**config.mk**
```make
export PLATFORM = sky130hd
export DESIGN_NAME = color_range_recolor_unit
export DESIGN_NICKNAME = d
export VERILOG_FILES = /design/src/rtl/crr_pkg.sv /design/src/rtl/color_range_recolor_unit.sv /design/src/rtl/crr_div.sv /design/src/rtl/crr_blend.sv
export SDC_FILE = /design/constraint.sdc
export NUM_CORES = 2
export LEC_CHECK = 0
export BUFFER_PORTS_ARGS = -buffer_cell sky130_fd_sc_hd__buf_2
export CORE_ASPECT_RATIO = 1.75
export CORE_MARGIN = 2
export CORE_UTILIZATION = 44
export CTS_CLUSTER_SIZE = 24
export DETAILED_ROUTE_END_ITERATION = 16
export GPL_ROUTABILITY_DRIVEN = 0
export HOLD_SLACK_MARGIN = 0.08
export MAX_ROUTING_LAYER = met4
export PLACE_DENSITY = 0.68
export SKIP_CTS_REPAIR_TIMING = 1
export SYNTH_ARGS = -nofsm -noshare
export SYNTH_HDL_FRONTEND = slang
export SYNTH_SLANG_ARGS = --single-unit
```
**constraint.sdc**
```tcl
create_clock -name clk -period 7.3 [get_ports clk]
set_clock_uncertainty 0.1 [all_clocks]
set_input_delay 0.365 -clock clk [delete_from_list [all_inputs] [get_ports clk]]
set_output_delay 0.365 -clock clk [all_outputs]
set_load 0.02 [all_outputs]
```
**src/rtl/crr_pkg.sv**
```systemverilog
// Shared types, constants and helper functions for the color range recolor unit.
`default_nettype none

package crr_pkg;

  localparam int CHAN_W     = 8;
  localparam int NUM_CHAN   = 3;
  localparam int COLOR_W    = CHAN_W * NUM_CHAN;
  localparam int NUM_W      = 2 * CHAN_W;
  localparam int SUM_W      = CHAN_W + 2;
  localparam int RECIP_W    = 11;
  localparam int RECIP_PROD = SUM_W + RECIP_W;

  // floor(x / 3) == (x * 683) >> 11 holds for every x below 2048.
  localparam logic [RECIP_W-1:0] AVG_RECIP = RECIP_W'(683);
  localparam int                 AVG_SHIFT = 11;

  localparam logic [CHAN_W-1:0] CHAN_MAX = '1;

  // Divider: one quotient bit per step, several steps per pipeline stage.
  localparam int DIV_BITS   = 2;
  localparam int DIV_STAGES = CHAN_W / DIV_BITS;

  // Blend stages, divider stages and the output register.
  localparam int PIPE_LAT = 4 + DIV_STAGES + 1;

  typedef enum logic [1:0] {
    REG_MID = 2'd0,
    REG_MIN = 2'd1,
    REG_MAX = 2'd2,
    REG_REF = 2'd3
  } cfg_reg_t;

  typedef logic [NUM_CHAN-1:0][CHAN_W-1:0] rgb_t;
  typedef logic [NUM_CHAN-1:0][NUM_W-1:0]  num_vec_t;

  typedef struct packed {
    rgb_t              mid_color;
    rgb_t              min_color;
    rgb_t              max_color;
    logic [CHAN_W-1:0] ref_avg;
  } cfg_t;

  typedef struct packed {
    logic [CHAN_W-1:0] rem;
    logic [CHAN_W-1:0] low;
    logic [CHAN_W-1:0] den;
    logic [CHAN_W-1:0] quot;
  } div_stage_t;

  // Truncated average of the three channels of a packed color.
  function automatic logic [CHAN_W-1:0] avg3(input rgb_t c);
    logic [SUM_W-1:0]      sum;
    logic [RECIP_PROD-1:0] prod;
    sum  = SUM_W'(c[0]) + SUM_W'(c[1]) + SUM_W'(c[2]);
    prod = RECIP_PROD'(sum) * RECIP_PROD'(AVG_RECIP);
    return prod[AVG_SHIFT +: CHAN_W];
  endfunction

  // One restoring division step: shift in the next numerator bit and subtract if it fits.
  function automatic div_stage_t div_step(input div_stage_t x);
    div_stage_t        y;
    logic [CHAN_W:0]   trial;
    trial = {x.rem, x.low[CHAN_W-1]};
    y     = x;
    y.low = {x.low[CHAN_W-2:0], 1'b0};
    if (trial >= {1'b0, x.den}) begin
      y.rem  = CHAN_W'(trial - {1'b0, x.den});
      y.quot = {x.quot[CHAN_W-2:0], 1'b1};
    end else begin
      y.rem  = trial[CHAN_W-1:0];
      y.quot = {x.quot[CHAN_W-2:0], 1'b0};
    end
    return y;
  endfunction

endpackage

`default_nettype wire

```
**src/rtl/color_range_recolor_unit.sv**
```systemverilog
// Top level of the color range recolor unit: configuration registers, datapath and output register.
`default_nettype none

// The unit maps one packed RGB color to a recolored RGB triple. A color is
// taken on in_color at each rising edge where start is high and busy is low.
// busy is high only during reset, so one color may be transferred every cycle.
// Each color yields exactly one result, shown on out_red, out_green and
// out_blue for a single cycle while done is high; the receiver cannot hold it
// off, so results simply stream out in input order.
// From the accepting edge, a color passes through four blend stages (average,
// branch select, products, sum), four divider stages that each resolve two
// quotient bits, and the output register.
// Throughput is one color per cycle; the divider is fully pipelined per channel.
// The configuration channel (cfg_valid, cfg_ready, cfg_index, cfg_data) is
// always ready; a transfer writes the register selected by cfg_index. The
// reference color is kept only as its channel average, computed at write time.
// The user must change the registers only while no color is in flight; the unit does not enforce this.
// Synchronous reset clears the registers to zero and drops every item in flight.
module color_range_recolor_unit (
  input  wire logic                        clk,
  input  wire logic                        rst,
  input  wire logic                        start,
  output logic                             busy,
  input  wire logic [crr_pkg::COLOR_W-1:0] in_color,
  input  wire logic                        cfg_valid,
  output logic                             cfg_ready,
  input  wire logic [1:0]                  cfg_index,
  input  wire logic [crr_pkg::COLOR_W-1:0] cfg_data,
  output logic                             done,
  output logic [crr_pkg::CHAN_W-1:0]       out_red,
  output logic [crr_pkg::CHAN_W-1:0]       out_green,
  output logic [crr_pkg::CHAN_W-1:0]       out_blue
);

  crr_pkg::rgb_t                  mid_color;
  crr_pkg::rgb_t                  min_color;
  crr_pkg::rgb_t                  max_color;
  logic [crr_pkg::CHAN_W-1:0]     ref_avg;
  crr_pkg::cfg_t                  cfg;

  logic                           accept;
  logic                           blend_vld;
  crr_pkg::num_vec_t              blend_num;
  logic [crr_pkg::CHAN_W-1:0]     blend_den;
  logic [crr_pkg::NUM_CHAN-1:0]   div_vld;
  crr_pkg::rgb_t                  div_quot;

  assign busy      = rst;
  assign cfg_ready = 1'b1;
  assign accept    = start && !busy;

  always_ff @(posedge clk) begin
    if (rst) begin
      mid_color <= '0;
      min_color <= '0;
      max_color <= '0;
      ref_avg   <= '0;
    end else if (cfg_valid && cfg_ready) begin
      case (crr_pkg::cfg_reg_t'(cfg_index))
        crr_pkg::REG_MID: mid_color <= cfg_data;
        crr_pkg::REG_MIN: min_color <= cfg_data;
        crr_pkg::REG_MAX: max_color <= cfg_data;
        crr_pkg::REG_REF: ref_avg   <= crr_pkg::avg3(cfg_data);
        default: ;
      endcase
    end
  end

  always_comb begin
    cfg.mid_color = mid_color;
    cfg.min_color = min_color;
    cfg.max_color = max_color;
    cfg.ref_avg   = ref_avg;
  end

  crr_blend u_blend (
    .clk       (clk),
    .rst       (rst),
    .in_valid  (accept),
    .in_color  (in_color),
    .cfg       (cfg),
    .out_valid (blend_vld),
    .num       (blend_num),
    .den       (blend_den)
  );

  // One divider per channel; all three share the divisor.
  for (genvar k = 0; k < crr_pkg::NUM_CHAN; k++) begin : g_div
    crr_div u_div (
      .clk       (clk),
      .rst       (rst),
      .in_valid  (blend_vld),
      .num       (blend_num[k]),
      .den       (blend_den),
      .out_valid (div_vld[k]),
      .quot      (div_quot[k])
    );
  end

  // The blend numerator never exceeds 255 times the divisor, so the 8-bit
  // quotient already is the saturated channel value.
  always_ff @(posedge clk) begin
    out_red   <= div_quot[2];
    out_green <= div_quot[1];
    out_blue  <= div_quot[0];
    if (rst) begin
      done <= 1'b0;
    end else begin
      done <= &div_vld;
    end
  end

  // A result only ever comes from a color accepted one latency earlier.
  a_done_from_accept: assert property (@(posedge clk) disable iff (rst)
    done |-> $past(accept, crr_pkg::PIPE_LAT))
    else $error("result strobe without a matching accepted color");

  // The divisor handed to the dividers is never zero.
  a_den_nonzero: assert property (@(posedge clk) disable iff (rst)
    blend_vld |-> (blend_den != '0))
    else $error("zero divisor reached the dividers");

  // Each numerator stays below 256 times the divisor so eight quotient bits suffice.
  a_quot_fits: assert property (@(posedge clk) disable iff (rst)
    blend_vld |-> ((blend_num[0] < {blend_den, 8'h00}) &&
                   (blend_num[1] < {blend_den, 8'h00}) &&
                   (blend_num[2] < {blend_den, 8'h00})))
    else $error("blend numerator overflows the quotient width");

  // All three channel dividers stay in lockstep.
  a_div_lockstep: assert property (@(posedge clk) disable iff (rst)
    (div_vld[0] == div_vld[1]) && (div_vld[1] == div_vld[2]))
    else $error("channel dividers out of step");

endmodule

`default_nettype wire

```
**src/rtl/crr_div.sv**
```systemverilog
// Pipelined restoring divider producing an 8-bit quotient from a 16-bit numerator.
`default_nettype none

module crr_div (
  input  wire logic                           clk,
  input  wire logic                           rst,
  input  wire logic                           in_valid,
  input  wire logic [crr_pkg::NUM_W-1:0]      num,
  input  wire logic [crr_pkg::CHAN_W-1:0]     den,
  output logic                                out_valid,
  output logic [crr_pkg::CHAN_W-1:0]          quot
);

  crr_pkg::div_stage_t                         init;
  crr_pkg::div_stage_t [crr_pkg::DIV_STAGES-1:0] pipe;
  crr_pkg::div_stage_t [crr_pkg::DIV_STAGES-1:0] pipe_next;
  logic [crr_pkg::DIV_STAGES-1:0]              vld;

  // The upper numerator byte is already below the divisor, so eight steps suffice.
  always_comb begin
    init.rem  = num[crr_pkg::NUM_W-1 -: crr_pkg::CHAN_W];
    init.low  = num[crr_pkg::CHAN_W-1:0];
    init.den  = den;
    init.quot = '0;
  end

  always_comb begin
    crr_pkg::div_stage_t cur;
    for (int s = 0; s < crr_pkg::DIV_STAGES; s++) begin
      cur = (s == 0) ? init : pipe[s-1];
      for (int j = 0; j < crr_pkg::DIV_BITS; j++) begin
        cur = crr_pkg::div_step(cur);
      end
      pipe_next[s] = cur;
    end
  end

  always_ff @(posedge clk) begin
    pipe <= pipe_next;
    if (rst) begin
      vld <= '0;
    end else begin
      vld <= {vld[crr_pkg::DIV_STAGES-2:0], in_valid};
    end
  end

  assign out_valid = vld[crr_pkg::DIV_STAGES-1];
  assign quot      = pipe[crr_pkg::DIV_STAGES-1].quot;

endmodule

`default_nettype wire

```
**src/rtl/crr_blend.sv**
```systemverilog
// Averaging, branch selection and blend numerator pipeline for the recolor unit.
`default_nettype none

module crr_blend (
  input  wire logic                        clk,
  input  wire logic                        rst,
  input  wire logic                        in_valid,
  input  wire logic [crr_pkg::COLOR_W-1:0] in_color,
  input  wire crr_pkg::cfg_t               cfg,
  output logic                             out_valid,
  output crr_pkg::num_vec_t                num,
  output logic [crr_pkg::CHAN_W-1:0]       den
);

  // Stage 1: input average.
  logic                        s1_vld;
  logic [crr_pkg::CHAN_W-1:0]  s1_avg;

  // Stage 2: weights, divisor and channel operands.
  logic                        s2_vld;
  logic [crr_pkg::CHAN_W-1:0]  s2_w_mid;
  logic [crr_pkg::CHAN_W-1:0]  s2_w_oth;
  logic [crr_pkg::CHAN_W-1:0]  s2_den;
  crr_pkg::rgb_t               s2_mid;
  crr_pkg::rgb_t               s2_oth;

  // Stage 3: products.
  logic                        s3_vld;
  crr_pkg::num_vec_t           s3_pm;
  crr_pkg::num_vec_t           s3_po;
  logic [crr_pkg::CHAN_W-1:0]  s3_den;

  // Stage 4: numerators.
  logic                        s4_vld;
  crr_pkg::num_vec_t           s4_num;
  logic [crr_pkg::CHAN_W-1:0]  s4_den;

  logic                        use_low;
  logic                        use_none;
  logic [crr_pkg::CHAN_W-1:0]  w_mid_next;
  logic [crr_pkg::CHAN_W-1:0]  w_oth_next;
  logic [crr_pkg::CHAN_W-1:0]  den_next;
  crr_pkg::rgb_t               oth_next;

  always_comb begin
    use_low  = (cfg.ref_avg != '0) && (s1_avg <= cfg.ref_avg);
    use_none = !use_low && (cfg.ref_avg == crr_pkg::CHAN_MAX);
    if (use_low) begin
      w_mid_next = s1_avg;
      w_oth_next = cfg.ref_avg - s1_avg;
      den_next   = cfg.ref_avg;
      oth_next   = cfg.min_color;
    end else if (use_none) begin
      // Zero weights over a unit divisor give a zero result.
      w_mid_next = '0;
      w_oth_next = '0;
      den_next   = crr_pkg::CHAN_W'(1);
      oth_next   = cfg.max_color;
    end else begin
      // Here the average is at or above the reference, so the max weight is avg - ref.
      w_mid_next = crr_pkg::CHAN_MAX - s1_avg;
      w_oth_next = s1_avg - cfg.ref_avg;
      den_next   = crr_pkg::CHAN_MAX - cfg.ref_avg;
      oth_next   = cfg.max_color;
    end
  end

  always_ff @(posedge clk) begin
    s1_avg   <= crr_pkg::avg3(in_color);
    s2_w_mid <= w_mid_next;
    s2_w_oth <= w_oth_next;
    s2_den   <= den_next;
    s2_mid   <= cfg.mid_color;
    s2_oth   <= oth_next;
    for (int k = 0; k < crr_pkg::NUM_CHAN; k++) begin
      s3_pm[k]  <= crr_pkg::NUM_W'(s2_w_mid) * crr_pkg::NUM_W'(s2_mid[k]);
      s3_po[k]  <= crr_pkg::NUM_W'(s2_w_oth) * crr_pkg::NUM_W'(s2_oth[k]);
      s4_num[k] <= s3_pm[k] + s3_po[k];
    end
    s3_den <= s2_den;
    s4_den <= s3_den;
    if (rst) begin
      s1_vld <= 1'b0;
      s2_vld <= 1'b0;
      s3_vld <= 1'b0;
      s4_vld <= 1'b0;
    end else begin
      s1_vld <= in_valid;
      s2_vld <= s1_vld;
      s3_vld <= s2_vld;
      s4_vld <= s3_vld;
    end
  end

  assign out_valid = s4_vld;
  assign num       = s4_num;
  assign den       = s4_den;

endmodule

`default_nettype wire

```
==> impl_metrics.yaml <==
status:
  status: "finished clean"
critical_path:
  worstSetupEndpointType: "flip-flop"
  required_ps: 7720
  slowest_stage: "fa_1"
  max_stage_delay_ps: 540
  crit_path_start_kind: "primary input"
  cp.arrival_ps: 7340
  cp_max_fo: 4
  crit_top_cell: "fa_1"
  criticalPathCategory: "primary input to flip-flop"
  reg2reg_setup_slack_ps: 1340
routing:
  vias: 29290
  viasPerCell: 5.169
  drtIter0Drc: 1028
  ant_nets: 0
  drt-pass1-iter-count: 7
  routed_wl_mm: 89.56
  wire_per_inst_um: 15.81
  drc_errors: 0
sta:
  slew_headroom_pct: 25.92
  setup_viol: 0
  fin_crit_ps: 6913
  tightest_slew_ps: 1108
  tns_ps: 0
  rsz0062_at_grt: "false"
  fmax_mhz: 144.7
  slew_violations: 0
  fin_crit_sh_pct: 94.70
  finalHoldViolCount: 0
cells_and_area:
  register_area_sq_um: 10910
  area_growth_pct: 9.716
  multiInputGateArea_sq_um: 27250
  fillers: 8487
  drive_above_1_share_pct: 8.631
  final_cells: 5666
  num-nets-final: 5380
  final_area_sq_um: 44420
clock_network:
  cts_buffers: 53
  cts_tree: "yes"
  clk_latency_ps: 630
  htree_num_levels: 2
  clock_tree.buffer_depth: 3
  clk_pin_slew_ps: 70
  cts_num_sinks: 545
  root_buffer: "clkbuf_16"
synthesis:
  synth_area_leaders: "dfxtp_1 (27%), ha_1 (19%), fa_1 (14%)"
  ys_types: 80
  yosysTopAreaCell: "dfxtp_1"
  synth_seq_cells: 545
  ys.warnings.count: 0
  synth_common_cells: "ha_1 (606), dfxtp_1 (545), inv_1 (530), nand2_1 (489), fa_1 (291)"
  syn_area_per_cell_sq_um: 9.366
  synth_top_area_share_pct: 26.95
  syn-num-nets: 5274
  syn_inst: 4323
  ys.flop_type: "dfxtp_1"
  synth.most_common_cell: "ha_1"
  seq_area_frac_synth_pct: 26.95
  syn_area_sq_um: 40490
  async_flop_share_pct: 0
  synth_edf_count: 0
grt:
  use_met2_pct: 37.99
  antenna_found_initial: 1
  use_met3_pct: 1.973
  grt_start_max_net_pins: 77
  grt_pass1_vias: 30530
  grtUsageMet1_pct: 18.98
  grt.busiest_layer: "met2"
  grt_pass1_wl_mm: 147.6
  track_usage_pct: 19.97
  grt_overflow_total: 0
die:
  die_x_um: 233.3
  std_cell_rows: 147
  fp.dieH_um: 405.3
  initial_core_util_pct: 44.29
  dieArea_sq_um: 94560
  core_area_sq_um: 91410
  io_pins: 81
placed_design:
  dp_hpwl_mm: 72.78
  io_buffers: 79
  place_area_sq_um: 42230
  dp.cells: 5540
job:
  maxCapViolations: 0
min_path:
  hp-class: "primary input to flip-flop"
pwr:
  vdd.ir_drop.worst_v: 0.0006129
  power.density_nw_per_um2: 468.9
  power_leakage_nw: 22.15
  finalPower_mw: 20.83
-- final cells by class --
cell class,count,area share [%]
Multi-Input combinational cell,3168,61.35
Antenna cell,2,0.01127
Clock buffer,60,3.186
Timing Repair Buffer,131,1.915
Clock inverter,38,1.144
Inverter,530,4.478
Tap cell,1192,3.357
Sequential cell,545,24.56
-- per-stage QoR --
step | hold slack (ps) | setup slack, ps | util, %
2_1_floorplan | 209.6 | 546.6 | -
3_3_place_gp | 210.6 | 193.3 | 46.20
3_5_place_dp | 212.1 | 68.13 | 46.20
4_1_cts | -183.0 | 722.7 | 48.30
5_1_grt | 122.5 | 7.289 | 48.59
6_report | 111.5 | 387.2 | 48.60
-- worst max-delay path, delay by kind of cell --
family                     cells  cell delay [ps]
adders and majority gates      9             3470
and+or+nand+nor                5              770
xor gates and xnor gates       1              140
buffers and inverters          7             1080
AOI/OAI and AO/OA              8             1510
-- cells in the final DEF (no fill, tap or decap), types with 64 or more instances in the layout --
cell type  instances
o21ai_0          116
xnor2_1          186
ha_1             606
nand2_1          489
mux2_2           132
buf_2             79
a21oi_1          244
xor2_1            65
and2_1           215
fa_1             291
nor2_1           203
dfxtp_1          545
a21o_1            64
nor2b_1           68
inv_1            530
-- registers in the layout, indices dropped and copies added (netlist names), 24 cells and up --
name              count
g_div.u_div.pipe    168
cfg                  72
u_blend.num          48
u_blend.s3_pm        48
u_blend.s3_po        48
g_div.u_div.quot     24
u_blend.s2_mid       24
u_blend.s2_oth       24
-- routing by layer --
layer / vias up / part of all wire, %
met2: 568 / 54
li1: 14530 / -
met3: 277 / 3.0
met5: - / 0
met4: 0 / 7.0
met1: 13910 / 36
-- power by group --
group | switching, mW | internal [mW] | total [mW]
clock | 1.25 | 1.77 | 3.02
combinational | 7.18 | 6.14 | 13.3
sequential | 0.588 | 3.90 | 4.49
total | 9.02 | 11.8 | 20.8
-- logic make-up (layout without fill, tap and decap cells) --
kind of cell	count (synthesis)	after routing	share of synthesized area [%]
compound gates	651	651	10.22
xor+xnor	251	251	5.430
fa+ha+maj	897	897	33.12
buf+inv	610	759	5.782
flops	545	545	26.95
mux	157	157	4.289
other cells	1	3	0.009262
simple gates	1211	1211	14.20
-- worst paths after layout --
path                          startpoint                         endpoint  cells past startpoint
setup / recovery            cfg_data[17]          ref_avg[7]$_SDFFE_PP0P_                     30
hold / removal              cfg_index[0]             cfg[20]$_SDFFE_PP0P_                      4
setup reg to reg  u_blend.den[1]$_DFF_P_  g_div[2].u_div.pipe[29]$_DFF_P_                     19
hold reg to reg   u_blend.num[4]$_DFF_P_  g_div[0].u_div.pipe[22]$_DFF_P_                      0
(Power assumes the default switching activity.)
